==> src/twsm_pkg.sv <==
// ----------------------------------------------------------------------------
// twsm_pkg - shared types and constants of the three-wire serial master
// phase codes of the pin sequencer and the packed layout of one result
// ----------------------------------------------------------------------------
package twsm_pkg;

	localparam int unsigned IN_DATA_W  = 24;
	localparam int unsigned OUT_DATA_W = 16;
	localparam int unsigned RES_W      = 14;

	// sequencer phase codes
	localparam logic [3:0] PH_IDLE    = 4'd0;
	localparam logic [3:0] PH_CE_LOW  = 4'd1;
	localparam logic [3:0] PH_CLK_LOW = 4'd2;
	localparam logic [3:0] PH_CE_HIGH = 4'd3;
	localparam logic [3:0] PH_SETUP   = 4'd4;
	localparam logic [3:0] PH_CLK_HI  = 4'd5;
	localparam logic [3:0] PH_CLK_LO  = 4'd6;
	localparam logic [3:0] PH_END_CLK = 4'd7;
	localparam logic [3:0] PH_END_CE  = 4'd8;

	localparam logic [3:0] LAST_BIT   = 4'd15;
	localparam logic [7:0] HALF_RESET = 8'd4;

	// configuration register byte addresses
	localparam logic [2:0] ADDR_HALF_PERIOD = 3'd0;

	// one result, last field in the lowest bits
	typedef struct packed {
		logic [7:0] read_data;
		logic       done_res;
		logic       busy_res;
		logic       io_drive;
		logic       io_out;
		logic       serial_clock;
		logic       chip_enable;
	} res_t;

endpackage

==> src/three_wire_serial_master.sv <==
// ----------------------------------------------------------------------------
// three_wire_serial_master - chip enable / clock / data line sequencer
// each input transfer is one tick; each result transfer gives the pin levels
// ----------------------------------------------------------------------------
// Usage
//   s_* channel: one transfer per tick. s_tdata holds start_req, command,
//   write_data and the sampled data line io_in; s_tuser holds req_type.
//   A start_req while idle latches the request and begins the sequence:
//   enable low and clock low, enable high, 16 bit slots (command, then
//   write data or eight sampled read bits), clock high, enable low.
//   m_* channel: one result per input tick, with the line levels, busy,
//   a one-tick done pulse and the last read byte.
//   Each pin phase is held for half_period ticks (APB register at 0x0).
// Pipeline and throughput
//   a result passes the input register, then the result register; one
//   item per cycle is sustained while m_tready stays high.
// Reset
//   the sequencer goes idle with clock high, enable low, line released;
//   half_period returns to 4.
// Stalls
//   while m_tready is low the result holds, the input register fills and
//   s_tready drops; no tick is dropped or repeated.
// ----------------------------------------------------------------------------
module three_wire_serial_master (
	input  logic                             clk,
	input  logic                             arst_n,
	// apb configuration port
	input  logic                             psel,
	input  logic                             penable,
	input  logic                             pwrite,
	input  logic [2:0]                       paddr,
	input  logic [31:0]                      pwdata,
	output logic [31:0]                      prdata,
	output logic                             pready,
	// tick input
	input  logic                             s_tvalid,
	output logic                             s_tready,
	input  logic [twsm_pkg::IN_DATA_W-1:0]   s_tdata,  // start_req, command, write_data, io_in
	input  logic                             s_tuser,  // req_type
	// result output
	output logic                             m_tvalid,
	input  logic                             m_tready,
	output logic [twsm_pkg::OUT_DATA_W-1:0]  m_tdata   // chip_enable, serial_clock, io_out,
	                                                   // io_drive, busy_res, done_res, read_data
);
	import twsm_pkg::*;

	logic [7:0]  half_q;

	logic        in_valid_s1;
	logic        start_s1;
	logic        typ_s1;
	logic [7:0]  cmd_s1;
	logic [7:0]  wd_s1;
	logic        io_s1;

	logic [3:0]  phase_q, phase_d;
	logic [3:0]  bit_q, bit_d;
	logic [15:0] tx_q, tx_d;
	logic [7:0]  rx_q, rx_d;
	logic [7:0]  hold_q, hold_d;
	logic        is_read_q, is_read_d;

	logic        out_valid_q;
	res_t        res_q, res_d;
	logic        proc;
	logic [7:0]  hold_inc;
	logic        bit_slot;
	logic        cfg_wr;

	// apb
	assign pready = 1'b1;
	assign cfg_wr = psel && penable && pwrite && pready;
	assign prdata = (paddr[2] == ADDR_HALF_PERIOD[2]) ? {24'd0, half_q} : 32'd0;

	always_ff @(posedge clk or negedge arst_n) begin
		if (!arst_n) begin
			half_q <= HALF_RESET;
		end else if (cfg_wr && paddr[2] == ADDR_HALF_PERIOD[2]) begin
			half_q <= pwdata[7:0];
		end
	end

	// handshake
	assign proc     = in_valid_s1 && (!out_valid_q || m_tready);
	assign s_tready = !in_valid_s1 || proc;
	assign m_tvalid = out_valid_q;
	assign m_tdata  = {{(OUT_DATA_W-RES_W){1'b0}}, res_q};

	always_ff @(posedge clk or negedge arst_n) begin
		if (!arst_n) begin
			in_valid_s1 <= 1'b0;
		end else if (s_tready) begin
			in_valid_s1 <= s_tvalid;
		end
	end

	always_ff @(posedge clk) begin
		if (s_tready && s_tvalid) begin
			start_s1 <= s_tdata[0];
			cmd_s1   <= s_tdata[8:1];
			wd_s1    <= s_tdata[16:9];
			io_s1    <= s_tdata[17];
			typ_s1   <= s_tuser;
		end
	end

	// next state of the sequencer for one tick
	assign hold_inc = hold_q + 8'd1;

	always_comb begin
		phase_d   = phase_q;
		bit_d     = bit_q;
		tx_d      = tx_q;
		rx_d      = rx_q;
		hold_d    = hold_q;
		is_read_d = is_read_q;
		if (phase_q == PH_IDLE) begin
			if (start_s1) begin
				is_read_d = ~typ_s1;
				tx_d      = {(typ_s1 ? wd_s1 : 8'h00), cmd_s1};
				if (!typ_s1) begin
					rx_d = 8'h00;
				end
				bit_d   = 4'd0;
				hold_d  = 8'd0;
				phase_d = PH_CE_LOW;
			end
		end else begin
			hold_d = hold_inc;
			if (hold_inc >= half_q) begin
				hold_d = 8'd0;
				case (phase_q)
					PH_CE_LOW:  phase_d = PH_CLK_LOW;
					PH_CLK_LOW: phase_d = PH_CE_HIGH;
					PH_CE_HIGH: phase_d = PH_SETUP;
					PH_SETUP: begin
						// read slots sample the line and shift in from the top
						if (is_read_q && bit_q[3]) begin
							rx_d = {io_s1, rx_q[7:1]};
						end
						phase_d = PH_CLK_HI;
					end
					PH_CLK_HI:  phase_d = PH_CLK_LO;
					PH_CLK_LO: begin
						tx_d = {1'b0, tx_q[15:1]};
						if (bit_q == LAST_BIT) begin
							phase_d = PH_END_CLK;
						end else begin
							bit_d   = bit_q + 4'd1;
							phase_d = PH_SETUP;
						end
					end
					PH_END_CLK: phase_d = PH_END_CE;
					PH_END_CE:  phase_d = PH_IDLE;
					default:    phase_d = PH_IDLE;
				endcase
			end
		end
	end

	// line levels after this tick
	always_comb begin
		res_d          = '0;
		bit_slot       = 1'b0;
		res_d.busy_res = (phase_d != PH_IDLE);
		res_d.done_res = (phase_q == PH_END_CE) && (phase_d == PH_IDLE);
		res_d.read_data = rx_d;
		case (phase_d)
			PH_CE_LOW:  res_d.serial_clock = 1'b1;
			PH_CLK_LOW: res_d.serial_clock = 1'b0;
			PH_CE_HIGH: res_d.chip_enable  = 1'b1;
			PH_SETUP: begin
				res_d.chip_enable = 1'b1;
				bit_slot          = 1'b1;
			end
			PH_CLK_HI: begin
				res_d.chip_enable  = 1'b1;
				res_d.serial_clock = 1'b1;
				bit_slot           = 1'b1;
			end
			PH_CLK_LO: begin
				res_d.chip_enable = 1'b1;
				bit_slot          = 1'b1;
			end
			PH_END_CLK: begin
				res_d.chip_enable  = 1'b1;
				res_d.serial_clock = 1'b1;
			end
			PH_END_CE:  res_d.serial_clock = 1'b1;
			default:    res_d.serial_clock = 1'b1;
		endcase
		if (bit_slot && !(is_read_d && bit_d[3])) begin
			res_d.io_drive = 1'b1;
			res_d.io_out   = tx_d[0];
		end
	end

	always_ff @(posedge clk or negedge arst_n) begin
		if (!arst_n) begin
			phase_q     <= PH_IDLE;
			bit_q       <= 4'd0;
			tx_q        <= 16'd0;
			rx_q        <= 8'd0;
			hold_q      <= 8'd0;
			is_read_q   <= 1'b0;
			out_valid_q <= 1'b0;
		end else begin
			if (proc) begin
				phase_q   <= phase_d;
				bit_q     <= bit_d;
				tx_q      <= tx_d;
				rx_q      <= rx_d;
				hold_q    <= hold_d;
				is_read_q <= is_read_d;
			end
			if (proc) begin
				out_valid_q <= 1'b1;
			end else if (m_tready) begin
				out_valid_q <= 1'b0;
			end
		end
	end

	always_ff @(posedge clk) begin
		if (proc) begin
			res_q <= res_d;
		end
	end

	// done only on the tick that returns to idle
	a_done_idle: assert property (@(posedge clk) disable iff (!arst_n)
		out_valid_q && res_q.done_res |-> !res_q.busy_res)
		else $error("done pulse while still busy");

	// the data line carries a level only while driven
	a_io_driven: assert property (@(posedge clk) disable iff (!arst_n)
		out_valid_q && res_q.io_out |-> res_q.io_drive)
		else $error("io_out high while line released");

	// idle lines: enable low, clock high, released
	a_idle_lines: assert property (@(posedge clk) disable iff (!arst_n)
		out_valid_q && !res_q.busy_res |->
			!res_q.chip_enable && res_q.serial_clock && !res_q.io_drive)
		else $error("idle line levels wrong");

	// sequencer state moves only on a processed tick
	a_state_hold: assert property (@(posedge clk) disable iff (!arst_n)
		!proc |=> $stable(phase_q) && $stable(rx_q) && $stable(hold_q))
		else $error("sequencer state changed without a tick");

endmodule

==> config.mk <==
export PLATFORM = sky130hd
export DESIGN_NAME = three_wire_serial_master
export DESIGN_NICKNAME = d
export VERILOG_FILES = /design/src/twsm_pkg.sv /design/src/three_wire_serial_master.sv
export SDC_FILE = /design/constraint.sdc
export NUM_CORES = 1
export LEC_CHECK = 0
export BUFFER_PORTS_ARGS = -buffer_cell sky130_fd_sc_hd__buf_2
export CAP_MARGIN = 10
export CORE_MARGIN = 1.5
export CORE_UTILIZATION = 56
export CTS_CLUSTER_SIZE = 12
export DETAILED_ROUTE_END_ITERATION = 10
export PLACE_DENSITY_LB_ADDON = 0.3
export SYNTH_ARGS = -nofsm -noshare
export SYNTH_HDL_FRONTEND = slang
export SYNTH_SLANG_ARGS = --single-unit
==> constraint.sdc <==
create_clock -name clk -period 5.57 [get_ports clk]
set_clock_uncertainty 0.05 [all_clocks]
set_input_delay 0 -clock clk [delete_from_list [all_inputs] [get_ports clk]]
set_output_delay 0 -clock clk [all_outputs]
set_load 0.005 [all_outputs]
## After elaboration in Yosys (flattened, before gate mapping)

Index checks and enable logic that the tools add are counted.

- $add $sub $neg: 2
- $lt $le $gt $ge: 1
- Eq/ne operators: 17
- Mux-type cells: 33
- Bitwise logic cells: 2
- Reduce and logical (&&, ||, !) cells: 26

Operator list:

| operator | count |
|---|---|
| $mux W8 | 11 |
| $mux W16 | 4 |
| $eq A4 B3 Y1 const B | 8 |
| $mux W4 | 8 |
| $pmux W4 S7 | 1 |
| $eq A4 B2 Y1 const B | 4 |
| $logic_and A1 B1 Y1 | 9 |
| $add A8 B1 Y8 const B | 1 |
| $eq A4 B4 Y1 const B | 2 |
| $ge A8 B8 Y1 | 1 |
| $logic_not A4 Y1 | 2 |
| $mux W1 | 7 |
| $reduce_bool A2 Y1 | 3 |
| $reduce_and A5 Y1 | 1 |
| $reduce_or A5 Y1 | 1 |
| $add A4 B1 Y4 const B | 1 |
| $eq A4 B1 Y1 const B | 1 |
| $mux W2 | 2 |
| $ne A2 B2 Y1 const B | 2 |
| $reduce_and A4 Y1 | 1 |
| $reduce_bool A4 Y1 | 1 |
| $reduce_or A4 Y1 | 1 |
| $logic_not A1 Y1 | 3 |
| $reduce_or A3 Y1 | 1 |
| 3 further kinds | 5 |

- Bits in registers: 84
- Bits of input ports: 67
- Output and inout bits: 51
- Logic and storage cells: 104

## Depth between registers and ports, before layout

Gate-level depths: netlist of run 1.

- Depth after elaboration: 10
- Depth in mapped cells: 12
- Depth with buffers taken out: 11

## Least setup slack after synthesis of run 1

OpenSTA, ideal clock, no wires.

- Kind: register to register
- From: reg hold_q[0]
- To: reg res_q (netlist bit m_tdata[2]) (data pin)
- Library setup time: 170 ps
- Arrival time: 2,413 ps
- Data required time: 5,350 ps
- Setup slack: 2,937 ps
- Cell stages (with the launch flop): 13
- Buffers on the path: 1
- Period minus slack after synthesis: 2,633 ps
- Cells stage by stage: dfrtp_1 -> ha_1 -> nand3_1 -> nor2_1 -> xor2_1 -> ha_1 -> nand2_1 -> o21ai_0 -> nor2_2 -> buf_6 -> or3_1 -> o21a_1 -> nor4_2

- Word-level cells in the longest chain between the ends: 8
- Elaborated cells between the ends (all ways): 16
- Those cells by class: 1 x add/sub; 1 x order compare; 3 x eq/ne; 7 x mux; 4 x reduce/logical

Ends and longest elaborated chain:

| element | line | text |
|---|---|---|
| from (decl) | three_wire_serial_master.sv:61 | `logic [7:0] hold_q, hold_d;` |
| from (signal assigned) | three_wire_serial_master.sv:214 | `hold_q <= hold_d;` |
| $add A8 B1 Y8 * | three_wire_serial_master.sv:109 | `assign hold_inc = hold_q + 8'd1;` |
| $ge A8 B8 Y1 * | three_wire_serial_master.sv:131 | `if (hold_inc >= half_q) begin` |
| $mux W4 | three_wire_serial_master.sv:131 |  |
| $mux W4 | three_wire_serial_master.sv:118 | `if (phase_q == PH_IDLE) begin` |
| $eq A4 B3 Y1 | three_wire_serial_master.sv:169 | `case (phase_d)` |
| $reduce_or A3 Y1 (no source line) | n/a |  |
| $mux W1 | three_wire_serial_master.sv:169 |  |
| $logic_and A1 B1 Y1 | three_wire_serial_master.sv:193 | `if (bit_slot && !(is_read_d && bit_d[3])) begin` |
| to (signal assigned) | three_wire_serial_master.sv:227 | `res_q <= res_d;` |
| to (decl) | three_wire_serial_master.sv:65 | `res_t res_q, res_d;` |

Every way passes the cells marked *; elsewhere a longest branch is shown, timed or not. The select of a mux whose other input is x is not followed.
A chain may end at the register's enable or synchronous reset.

## Final worst setup path of run 1

- From: reg hold_q[0]
- To: reg rx_q[1]

- Word-level cells in the longest chain between the ends: 4

Ends and longest elaborated chain:

| element | line | text |
|---|---|---|
| $add A8 B1 Y8 | three_wire_serial_master.sv:109 |  |
| $ge A8 B8 Y1 | three_wire_serial_master.sv:131 |  |
| $mux W8 | three_wire_serial_master.sv:131 |  |
| $mux W8 | three_wire_serial_master.sv:118 |  |
| to (signal assigned) | three_wire_serial_master.sv:213 | `rx_q <= rx_d;` |
| to (decl) | three_wire_serial_master.sv:60 | `logic [7:0] rx_q, rx_d;` |

Every way passes these cells.

==> results of run 1 <==
power by group through the flow:
stage          Combinational, uW  Sequential [uW]  Clock [uW]
4_1_cts                      458              875         455
3_5_place_dp                 441              884           0
6_report                     460              879         452
5_1_grt                      528              898         483
3_3_place_gp                 418              881           0
2_1_floorplan                382              840           0
area by class of cell:
| class | count | area, um2 |
|---|---|---|
| inverter | 12 | 45.0 |
| timing repair buffer | 92 | 623 |
| clock buffer | 10 | 138 |
| multi-input combinational | 253 | 1590 |
| tap | 96 | 120 |
| sequential | 84 | 2270 |
| clock inverter | 6 | 71.3 |
| fill | 522 | 2090 |
metal layers:
layer / wire [um] / GRT usage / vias up
li1: - / - / 1457
met1: 3460 / 0.286 / 1419
met2: 3990 / 0.381 / 97
met3: 356 / 0.0364 / 9
met4: 85 / 0.0852 / 0
met5: 0 / 0 / -
critical path, cell delays in order, from the launching register on:
cell     delay, ns
dfrtp_1       0.45
and3_1        0.18
nand3_1       0.14
nor2_1        0.16
xor2_1        0.25
ha_1          0.31
a21oi_1       0.20
o21ai_0       0.19
nor2_2        0.47
nor2_1        0.32
o21ai_1       0.51
a22o_1        0.22
sequential cells by signal, indices dropped and copies added, names as in the netlist:
signal and count:
phase_q 4, io_s1 1, half_q 8, is_read_q 1, bit_q 4, tx_q 16, cmd_s1 8, in_valid_s1 1
hold_q 8, rx_q 8, m_tvalid 1, typ_s1 1, start_s1 1, m_tdata 14, wd_s1 8
synthesized netlist by cell type (3+ instances only):
cell type and number:
mux2_2 9, nand2_1 37, nor3_1 4, inv_1 11, a21oi_1 6, nand3_1 8, buf_4 28, and2_1 3
nand2b_1 4, a22o_1 20, a22oi_1 15, a32o_1 4, edfxtp_1 33, xnor2_1 3, o21ai_0 30, or3_1 5
ha_1 10, nor2_1 19, and3_1 6, xor2_1 3, buf_2 6, dfrtp_1 50, clkbuf_1 5, nor2_2 3
cell families after synthesis:
group | Yosys count
AOI/OAI and AO/OA | 97
xor gates and xnor gates | 6
adders and majority gates | 10
buffers and inverters | 54
DFF | 84
muxes | 10
other | 2
and+or+nand+nor | 103
timing repair:
| item | in CTS | in global routing |
|---|---|---|
| hold endpoints to repair | 79 | 0 |
| setup buffers | 0 | 0 |
| hold buffers | 31 | 0 |
| resized for setup | 0 | 0 |
through the flow:
stage / instance area [um2] / util / hold WS (ns)
floorplan: 4190 / - / -0.346
global placement: 4330 / 0.624 / 0.0988
detailed placement: 4330 / 0.624 / 0.102
CTS: 4850 / 0.699 / 0.245
global route: 4850 / 0.699 / 0.290
finish: 4850 / 0.699 / 0.240
final timing paths:
kind | from | end | slack (ns) | cells past startpoint
min in group clk | pwrite | half_q[2] | 0.27 | 3
max in group asynchronous | arst_n | rx_q[5] | 4.80 | 3
setup reg to reg | hold_q[0] | rx_q[1] | 2.07 | 11
hold reg to reg | tx_q[0] | tx_q[0] | 0.44 | 2
hold / removal | arst_n | half_q[7] | 0.24 | 3
setup / recovery | hold_q[0] | rx_q[1] | 2.07 | 11
==> qor.txt, run 1 <==
Outcome: complete, no violations
IO Pins: 118
Synth area leader: dfrtp_1
Post-Synth Simple-Gate Area: 0.126
Port buffer count: 58
Crit path launch type: flip-flop
Final hold vios: 0
Worst slack at placement: 2.12 ns
Slew @ Worst Pin: 0.817 ns
GRT Total Usage: 0.223
Initial Utilization: 0.590
Clock Pin Slew Worst Setup and Hold Paths: 0.09 ns
WP data arrival: 3.75 ns
Clk sinks: 84
Slew Viols, Final: 0
Die Width: 88.5 um
Worst min-delay path category: input port to async pin
Sequential area share after synthesis: 0.554
CTS buffer count: 9
Post-Syn Area: 0.00410 mm2
Asr flop ratio synth: 0.607
Clk root buf: clkbuf_8
Switching share of power: 0.334
Gpl congestion: 0.831
Clock Latency Late Sink: 0.36 ns
Antenna-violating nets left: 0
Power share of the combinational group: 0.257
Via density: 5.39
Total die area: 0.00784 mm2
Post-synth EDFFs: 33
Reg power frac: 0.491
Worst Path Max Fanout: 12
Synth cell types: 55
Antenna cells: 0
Post-synthesis compound-gate area fraction: 0.166
PD cells: 369 mW/mm2
CTS tree: done
Largest net degree at the start of global routing: 52
Yosys top cell area share: 0.305
Total Power: 1790 uW
Core Area: 0.00694 mm2
P_sw: 598 uW
Synth warn: 0
Row count: 30
Ranking of synthesized cells by area: dfrtp_1, edfxtp_1, buf_4
Fmax: 286 MHz
Overflow after GRT: 0
Synth Area in XOR/XNOR: 0.0128
Initial antenna violation count: 0
Yosys reg bits: 84
Slew margin rel.: 0.456
Post-synthesis mux area share: 0.0272
Cells after synthesis: 366
Final period demand of the worst path: 3.50 ns
DIE HEIGHT: 88.5 um
Nets@finish: 529
Setup ws final: 2.07 ns
Fraction of layout instances using a drive strength above 1: 0.223
Syn avg cell area: 11.2 um2
Critical path class: flip-flop to flip-flop
Leakage: 0.00213 uW
CP Capture Type: flip-flop
Final setup fails: 0
Drt pass-1 iters: 4
First-pass GRT wire length: 13300 um
Max-cap violations: 0
H-tree depth: 3
Non-Filler Instances: 553
Main combinational cell family by area after synthesis: compound AO/OA/AOI/OAI gates
Buffer depth of the longest clock path: 2
Post-DR wirelength/cell: 14.3 um
Number of global-route vias before repair: 2864
Worst IR Drop VDD: 0.238 mV
DP Wirelength: 4900 um
Final WL: 7890 um
Unrepaired setup endpoints after global routing: false
Placed cells: 506
DR DRC count: 0
Adder and majority cell fraction of the synthesized area: 0.0305
Tcrit/Tclk final: 0.628
Most common cell after layout, fill and taps aside: buf_2
Internal power: 1190 uW
Worst path required time: 5.82 ns
1st-iter DRT viols: 192
Routed via count: 2982
Primary FF master, synth: dfrtp_1
Synth-to-layout area growth: 18.5%
Post-route setup TNS: 0 ns
Most frequent cells in the layout: buf_2, dfrtp_1, nand2_1
Clock Power Share: 0.252
Power figures use the tool's default switching activity.
==> run 2, diff against run 1 <==
--- a/config.mk
+++ b/config.mk
@@ -8,7 +8,7 @@
 export BUFFER_PORTS_ARGS = -buffer_cell sky130_fd_sc_hd__buf_2
 export CAP_MARGIN = 10
 export CORE_MARGIN = 1.5
-export CORE_UTILIZATION = 56
+export CORE_UTILIZATION = 52
 export CTS_CLUSTER_SIZE = 12
 export DETAILED_ROUTE_END_ITERATION = 10
 export PLACE_DENSITY_LB_ADDON = 0.3
==> constraint.sdc (replaced) <==
create_clock -name clk -period 3.23 [get_ports clk]
set_clock_uncertainty 0.05 [all_clocks]
set_input_delay 0 -clock clk [delete_from_list [all_inputs] [get_ports clk]]
set_output_delay 0 -clock clk [all_outputs]
set_load 0.005 [all_outputs]
==> run 2 against run 1 <==
Compared with the run above: die area increased by 7.4%; sequential cell count unchanged; non-clock buffer count increased by 9; critical path type unchanged.
==> qor.txt, run 2 (synthesis results as in run 1) <==
Drt pass-1 iters: 4 (unchanged)
Clk sinks: 84 (unchanged)
Buffer depth of the longest clock path: 2 (unchanged)
CP Cell Sequence: ha_1 -> nand3_1 -> nor2_1 -> xor2_1 -> ha_1 -> nand4_1 -> a31oi_2 -> nor2_2 -> buf_4 -> or3_1 -> a21boi_1 -> nor3_1
Max-cap violations: 0 (unchanged)
M2 GR Usage: 0.336 (-0.0452)
Synth-to-layout area growth: 20.3%
Gpl congestion: 0.833 (+0.31%)
Slew @ Worst Pin: 1.02 ns (+0.207 ns)
Final setup fails: 0 (unchanged)
Number of global-route vias before repair: 2878 (+0.49%)
Final WL: 7940 um (+0.66%)
Reg2reg start: hold_q[0]
Post-CTS setup buffers: 0 (unchanged)
Final hold vios: 0 (unchanged)
Worst slack at placement: 0.161 ns (-1.96 ns)
Clk root buf: clkbuf_8
Fmax: 328 MHz (+15%)
Final period demand of the worst path: 3.05 ns (-0.450 ns)
CTS tree: done
DR DRC count: 0 (unchanged)
IO Pins: 118 (unchanged)
Fraction of layout instances using a drive strength above 1: 0.239 (+0.0155)
Via density: 5.39 (-0.11%)
Placed cells: 521 (+3.0%)
Overflow after GRT: 0 (unchanged)
Crit path launch type: flip-flop
R2R Path End: m_tdata[3]
Initial antenna violation count: 0 (unchanged)
First-pass GRT wire length: 13200 um (-0.36%)
WP data arrival: 3.09 ns (-0.66 ns)
Antenna-violating nets left: 0 (unchanged)
Worst path required time: 3.28 ns (-2.54 ns)
Slew margin rel.: 0.318 (-0.138)
Non-Filler Instances: 567 (+2.5%)
Antenna cells: 0 (unchanged)
Fill count: 598 (+15%)
Met1 Track Usage GR: 0.249 (-0.0364)
Post-route setup TNS: 0 ns (unchanged)
Leakage: 0.00217 uW (+1.6%)
Total Power: 3100 uW (+73%)
Total die area: 0.00842 mm2 (+7.4%)
Clock Pin Slew Worst Setup and Hold Paths: 0.09 ns (about the same)
Nets@finish: 538 (+1.7%)
CP Launch Point: hold_q[0]
Port buffer count: 58 (unchanged)
WHS: 0.270 ns (+0.0298 ns)
Most common cell after layout, fill and taps aside: buf_2
Critical path class: flip-flop to flip-flop
Slew Viols, Final: 0 (unchanged)
CP most frequent cell: ha_1
DP Wirelength: 5100 um (+4.0%)
Largest net degree at the start of global routing: 47 (-9.6%)
Post-DR wirelength/cell: 14.0 um (-1.8%)
PD cells: 629 mW/mm2 (+71%)
1st-iter DRT viols: 244 (+27%)
CP Capture Type: flip-flop
Max reg flops: 16 (unchanged)
R2R Setup Slk: 0.18 ns (-1.89 ns)
Tcrit/Tclk final: 0.943 (+0.315)
Initial Utilization: 0.533 (-0.0570)
Die Width: 91.8 um (+3.6%)
Worst path max stage delay: 0.45 ns (-0.06 ns)
Worst min-delay path category: input port to flip-flop
Unrepaired setup endpoints after global routing: false
Worst setup endpoint: m_tdata[3]
Reg2Reg Depth: 12 (+1)
Row count: 32 (+6.7%)
DIE HEIGHT: 91.8 um (+3.6%)
Grt peak-use layer: met2
Most frequent cells in the layout: buf_2, dfrtp_1, nand2_1
Routed via count: 3054 (+2.4%)
CP max stage cell: dfrtp_1
Worst IR Drop VDD: 0.378 mV (+59%)
GRT Total Usage: 0.197 (-0.0252)
Worst Path Max Fanout: 6 (-6)
Core Area: 0.00769 mm2 (+11%)
Outcome: complete, no violations
Clock Latency Late Sink: 0.36 ns (about the same)
H-tree depth: 3 (unchanged)
CTS buffer count: 9 (unchanged)
Setup ws final: 0.184 ns (-1.89 ns)
Top reg by flops: tx_q
Grt met3 use: 0.0390 (+0.00259)
-- run 2: worst min-delay path by stage --
stage	slack, ns	startpoint	cells past startpoint	to
global placement	0.13	s_tdata[8]	1	cmd_s1[7]
CTS	0.26	pwrite	3	half_q[5]
global route	0.30	s_tdata[11]	2	wd_s1[2]
floorplan	-0.35	arst_n	0	bit_q[0]
finish	0.27	pwrite	3	half_q[5]
detailed placement	0.13	s_tdata[8]	1	cmd_s1[7]
-- run 2: worst max-delay path, delay by kind of cell, from the launching register on --
family / cells / cell delay, ns
DFF: 1 / 0.45
buffers and inverters: 1 / 0.15
xor gates and xnor gates: 1 / 0.10
and+or+nand+nor: 6 / 0.96
AOI/OAI and AO/OA: 2 / 0.49
adders and majority gates: 2 / 0.58
-- run 2: per-layer routing --
layer | vias up | routed length, um
met5 | - | 0
met4 | 0 | 109
met3 | 12 | 459
met2 | 116 | 4050
met1 | 1453 | 3320
li1 | 1473 | -
-- run 2: per-stage QoR --
step,utilization,area [um2]
3_5_place_dp,0.574,4410
5_1_grt,0.641,4930
3_3_place_gp,0.574,4410
4_1_cts,0.640,4920
2_1_floorplan,-,4190
6_report,0.641,4930
-- run 2: repair_timing --
| action | in CTS | in global routing |
|---|---|---|
| endpoints found under the setup margin | 0 | 12 |
| endpoints found under the hold margin | 73 | 0 |
| gates resized for setup | 0 | 3 |
| hold buffers | 31 | 0 |
-- run 2: area by class of cell --
cell class	count	area [um2]	share of cell area
Clock buffer	9	124	0.0251
Tap cell	102	128	0.0259
Inverter	12	45.0	0.00914
Clock inverter	6	73.8	0.0150
Timing Repair Buffer	101	691	0.140
Sequential cell	84	2270	0.460
Multi-Input combinational cell	253	1600	0.325
-- run 2: power by group --
part | switching [uW] | internal [uW] | total [uW]
clock | 395 | 362 | 757
sequential | 181 | 1330 | 1510
combinational | 467 | 367 | 834
